==> config.mk <==
export PLATFORM = sky130hd
export DESIGN_NAME = crgb_div
export DESIGN_NICKNAME = d
export VERILOG_FILES = /design/src/design/crgb_pkg.sv /design/src/design/crgb_div.sv
export SDC_FILE = /design/constraint.sdc
export NUM_CORES = 2
export LEC_CHECK = 0
export BUFFER_PORTS_ARGS = -buffer_cell sky130_fd_sc_hd__buf_4
export CORE_ASPECT_RATIO = 0.5
export CORE_MARGIN = 1.5
export CORE_UTILIZATION = 35
export DETAILED_ROUTE_END_ITERATION = 10
export GPL_ROUTABILITY_DRIVEN = 0
export PLACE_DENSITY = 0.55
export SLEW_MARGIN = 15
export SYNTH_ARGS = -nofsm -noshare
export SYNTH_HDL_FRONTEND = slang
export SYNTH_SLANG_ARGS = --single-unit
==> constraint.sdc <==
create_clock -name i_clk -period 6.5 [get_ports i_clk]
set_input_delay 1.3 -clock i_clk [delete_from_list [all_inputs] [get_ports i_clk]]
set_output_delay 1.3 -clock i_clk [all_outputs]
set_load 0.1 [all_outputs]
==> src/design/crgb_pkg.sv <==
// Shared widths, register map and arithmetic helpers for the chromaticity to RGB converter.
package crgb_pkg;

    localparam int FRAC_BITS = 16;

    localparam int CW     = 16;
    localparam int ZW     = CW + 2;
    localparam int MW     = 2 * ZW + 1;
    localparam int DW     = MW + ZW + 2;
    localparam int MAGW   = DW - 1;
    localparam int PW     = MAGW + CW;
    localparam int NW     = PW + FRAC_BITS;
    localparam int OUT_W  = 20;
    localparam int QB     = OUT_W + 1;
    localparam int R0W    = NW - QB;
    localparam int S_TDW  = ((3 * CW + 7) / 8) * 8;
    localparam int M_TDW  = ((3 * OUT_W + 7) / 8) * 8;

    localparam int OUT_MAX     = 2 ** (OUT_W - 1) - 1;
    localparam int OUT_MIN_MAG = 2 ** (OUT_W - 1);

    localparam int NUM_REGS = 8;
    localparam int REG_AW   = $clog2(NUM_REGS);
    localparam int CFG_IW   = REG_AW + 1;

    localparam logic [REG_AW-1:0] REG_RED_X   = REG_AW'(0);
    localparam logic [REG_AW-1:0] REG_RED_Y   = REG_AW'(1);
    localparam logic [REG_AW-1:0] REG_GREEN_X = REG_AW'(2);
    localparam logic [REG_AW-1:0] REG_GREEN_Y = REG_AW'(3);
    localparam logic [REG_AW-1:0] REG_BLUE_X  = REG_AW'(4);
    localparam logic [REG_AW-1:0] REG_BLUE_Y  = REG_AW'(5);
    localparam logic [REG_AW-1:0] REG_WHITE_X = REG_AW'(6);
    localparam logic [REG_AW-1:0] REG_WHITE_Y = REG_AW'(7);

    localparam logic [CW-1:0] CFG_RST [NUM_REGS] = '{
        16'd41943, 16'd21627, 16'd19661, 16'd39322,
        16'd9830,  16'd3932,  16'd20493, 16'd21561
    };

    localparam logic signed [ZW-1:0] UNIT_Z = ZW'(1 << CW);

    typedef logic signed [ZW-1:0] t_coord;
    typedef logic signed [MW-1:0] t_mat;
    typedef logic signed [DW-1:0] t_dot;

    typedef struct packed {
        logic ovf;
        logic neg;
    } t_div_tag;

    function automatic t_coord to_sz(logic [CW-1:0] x);
        return signed'({2'b00, x});
    endfunction

    // Third coordinate: one minus the other two, may go negative.
    function automatic t_coord coord_z(logic [CW-1:0] x, logic [CW-1:0] y);
        t_coord sx;
        t_coord sy;
        sx = to_sz(x);
        sy = to_sz(y);
        return UNIT_Z - sx - sy;
    endfunction

    function automatic t_mat cross2(t_coord a, t_coord b, t_coord c, t_coord d);
        t_mat p0;
        t_mat p1;
        p0 = a * b;
        p1 = c * d;
        return p0 - p1;
    endfunction

    function automatic t_dot mul_dot(t_mat m, t_coord v);
        t_dot p;
        p = m * v;
        return p;
    endfunction

endpackage

==> src/design/crgb_div.sv <==
// Pipelined restoring divider, one quotient bit per stage.
module crgb_div (
    input  logic                    i_clk,
    input  logic                    i_en,
    input  logic [crgb_pkg::MAGW-1:0] i_rem,
    input  logic [crgb_pkg::QB-1:0]   i_bits,
    input  logic [crgb_pkg::MAGW-1:0] i_dmag,
    input  crgb_pkg::t_div_tag        i_tag,
    output logic [crgb_pkg::MAGW-1:0] o_rem,
    output logic [crgb_pkg::QB-1:0]   o_quo,
    output crgb_pkg::t_div_tag        o_tag
);
    import crgb_pkg::*;

    logic [MAGW-1:0] r_rem [QB];
    logic [QB-1:0]   r_quo [QB];
    t_div_tag        r_tag [QB];

    for (genvar k = 0; k < QB; k++) begin : g_step
        logic [MAGW-1:0] src_rem;
        logic [QB-1:0]   src_quo;
        t_div_tag        src_tag;
        logic [MAGW:0]   trial;
        logic            fits;

        if (k == 0) begin : g_first
            assign src_rem = i_rem;
            assign src_quo = i_bits;
            assign src_tag = i_tag;
        end else begin : g_next
            assign src_rem = r_rem[k-1];
            assign src_quo = r_quo[k-1];
            assign src_tag = r_tag[k-1];
        end

        // shift in the next dividend bit from the top of the quotient word
        assign trial = {src_rem, src_quo[QB-1]};
        assign fits  = trial >= {1'b0, i_dmag};

        always_ff @(posedge i_clk) begin
            if (i_en) begin
                r_rem[k] <= fits ? MAGW'(trial - {1'b0, i_dmag}) : MAGW'(trial);
                r_quo[k] <= {src_quo[QB-2:0], fits};
                r_tag[k] <= src_tag;
            end
        end
    end

    assign o_rem = r_rem[QB-1];
    assign o_quo = r_quo[QB-1];
    assign o_tag = r_tag[QB-1];

endmodule

==> results.toml <==
[grt]
grtUsageTotal_pct = 20.2
grt_pass1_vias = 102000
grt_pass1_wl_um = 591000
antenna_found_initial = 22
grt_overflow = 0
grt_max_degree = 155

[logic_synthesis]
async_flop_share_pct = 0
syn_area_um2 = 128000
synth_cells = 13700
postSynthAreaPerCell_um2 = 9.37
yosysWarnings = 0
yosys.area.top_type = "edfxtp_1"
synth_nets = 15000
ys.flop_type = "edfxtp_1"
ys_seq_elements = 1659
yosysSeqAreaShare_pct = 38.9
synth_top_area_share_pct = 38.9
synth.area.top_cells = "edfxtp_1 39%, ha_1 11%, a21oi_1 7.5%"
synth_edf_count = 1659
ys_types = 90

[power_and_ir_drop]
p_leak_nw = 56.7
p_per_area_nw_per_um2 = 561
ir_drop_v = 0.000246
power_w = 0.0798

[run_status]
status = "complete, but fails checks"
violations = "DRC"

[worst_setup_path]
r2r-start = "r_quo[0][62]$_DFFE_PP_"
reg2reg_depth = 16
crit_chain = "buf_4 > inv_2 > buf_12 > ha_1 > and3_1 > nand4_1 > nor2_1 > o31ai_1 > a2111oi_0 > buf_4 > o31a_1 > a31oi_1 > o21ba_2 > or2_1 > o21ai_4 > buf_12 > mux2_2"
critical_path.top_delay_family = "compound AO/OA/AOI/OAI gates"
r2r_end = "r_rem[0][218]$_DFFE_PP_"
cp.buffers_inverters = 5
required_ns = 7.09
path_class = "in2reg"
cp.depth = 17
cp_slowest_stage_delay_ns = 0.52
critPathMaxFanout = 58
start_kind = "input pin"
critPathArrivalTime_ns = 6.26
cp-end-kind = "flop"
r2r_slack_ns = 1.44
crit_slowest_cell = "a2111oi_0"

[clocking]
cts_made_buffers = 184
h-tree-depth = 4
clockBufferDepth = 4
cts.sinks = 1659
clkLatencyLatePin_ns = 0.90
holdBufCountCts = 0
cts_tree = "done"
root_buffer = "clkbuf_16"
clk_pin_slew_ns = 0.06
postCtsSetupBuffers = 0
post_cts_resized = 0

[floorplan]
start_util_pct = 35.3
fp.dieH_um = 431
fp-row-count = 156
core_area_um2 = 363000
die_x_um = 859
die_area_um2 = 370000
io_pins = 216

[flow_run]
cap_violations = 0

[final_layout]
final_net_count = 15100
layout-drive-gt1-share_pct = 9.13
fin_area_um2 = 142000
fillers = 35600
syn_to_final_growth_pct = 11.0

[timing]
grt_setup_unrepaired = "no"
finalSetupTns_ns = 0
slew_headroom_pct = 17.6
period_share_pct = 87.3
slew_violations = 0
tightest_slew_ns = 1.20
setup_viol = 0
worst_slack_ns = 0.828
fin_crit_ns = 5.67
final-hold-violation-count = 0
skew_ns = 0.0764
timing.fmax_ghz = 0.176

[detailed_routing]
viasPerCell = 5.64
vias = 106000
antenna_left = 0
wl_per_cell_um = 20.9
dr.pass1.iters = 11
drc = 32
routed_wl_um = 392000
drt-initial-drc-count = 8663

[placement]
post_dp_cell_area_um2 = 136000
pre_cts_slack_ns = 0.0438
port-buffer-count = 215
place_hpwl_um = 311000

[min_path]
hp-start = "r_quo[0][16]$_DFFE_PP_"
min_path_type = "reg2reg"
hold_end = "r_quo[0][38]$_DFFE_PP_"
min_path_cells = 0
## worst register-to-register path, stage by stage, from the launching register on
cell       delay [ns]
edfxtp_1         0.48
inv_1            0.10
ha_1             0.19
fa_1             0.24
nor2b_1          0.08
o31ai_1          0.47
a2111oi_0        0.32
a2111oi_0        0.81
buf_4            0.22
o21ai_1          0.16
a211oi_1         0.38
o21ai_1          0.18
a311oi_1         0.34
buf_4            0.19
o21ai_0          0.12
xor2_1           0.17
mux2_2           0.29
## layout make-up
cell class | count | area (µm²) | share of cell area [%]
well taps | 4819 | 6030 | 4.24
multi-input cells | 11000 | 74400 | 52.3
repair buffers | 522 | 4600 | 3.24
inverters | 390 | 1460 | 1.03
clock inverters | 108 | 1010 | 0.712
flip-flops and latches | 1659 | 49800 | 35.0
diodes | 8 | 20.0 | 0.0141
clock buffers | 217 | 4810 | 3.39
## routing by layer
layer  track usage [%]  vias up  share of wire (%)
met5                 0        -              0.017
met4              9.70       10                5.5
li1                  -    51500                  -
met2              33.0     3443                 44
met1              26.8    49900                 45
met3              2.36      808                5.5
## report_power, final
part | internal, W | switching, W | leakage [nW]
clock network | 0.00599 | 0.00462 | 2.83
logic | 0.0196 | 0.0282 | 37.7
registers | 0.0186 | 0.00277 | 16.1
total | 0.0442 | 0.0356 | 56.7
## state kept, by name (all words and copies together), names as in the netlist
register and cells:
r_tag 42, r_rem 1176, r_quo 441
## through the flow
step | hold slack [ns] | util, % | cells
after CTS | 0.386 | 39.2 | 18700
after floorplan | 0.400 | - | 13700
after detailed placement | 0.405 | 37.6 | 18400
final | 0.385 | 39.2 | 18700
after global routing | 0.391 | 39.2 | 18700
after global placement | 0.400 | 37.6 | 18400
## layout by cell type, fill, tap and decap left out, drive strengths merged, types with 69 or more instances in the layout
master | synthesis | routed
clkinv | 0 | 74
a21oi | 1929 | 1929
nand4 | 333 | 333
inv | 390 | 393
o21bai | 209 | 209
buf | 147 | 522
mux2 | 308 | 308
a31oi | 134 | 134
nor3 | 143 | 143
a211oi | 79 | 79
o31ai | 79 | 79
nor2 | 1251 | 1251
nand2b | 112 | 112
o21ai | 852 | 852
nand2 | 1025 | 1025
o211ai | 69 | 69
ha | 1176 | 1176
nand3 | 251 | 251
o21a | 113 | 113
nor2b | 138 | 138
xor2 | 423 | 423
edfxtp | 1659 | 1659
a21o | 749 | 749
clkbuf | 488 | 217
and3 | 127 | 127
xnor2 | 662 | 662
## cell families (layout without fill, tap and decap cells)
family	count (synthesis)	after routing	share of synthesized area [%]
AOI/OAI and AO/OA	4678	4678	22.4
xor gates and xnor gates	1085	1085	7.42
adders and majority gates	1197	1197	11.8
buffers and inverters	1025	1237	3.18
DFF	1659	1659	38.9
muxes	321	321	2.81
other	0	8	0
and+or+nand+nor	3707	3707	13.5
## cell usage after synthesis, drive strengths merged (333+ instances only)
cell    number
nand2     1025
clkbuf     488
xnor2      662
a21o       749
o21ai      852
xor2       423
inv        390
nand4      333
ha        1176
edfxtp    1659
a21oi     1929
nor2      1251
## worst max-delay path by stage
stage | from | to | slack (ns)
after global placement | i_dmag[16] | r_rem[2][228]$_DFFE_PP_ | 0.04
after floorplan | i_dmag[14] | r_rem[2][161]$_DFFE_PP_ | 1.47
final | i_dmag[16] | r_rem[2][228]$_DFFE_PP_ | 0.83
after CTS | i_dmag[16] | r_rem[2][228]$_DFFE_PP_ | 0.95
after detailed placement | i_dmag[16] | r_rem[2][242]$_DFFE_PP_ | 0.04
after global routing | i_dmag[16] | r_rem[2][228]$_DFFE_PP_ | 0.78
Note: power is estimated with default switching activity, not from simulation.
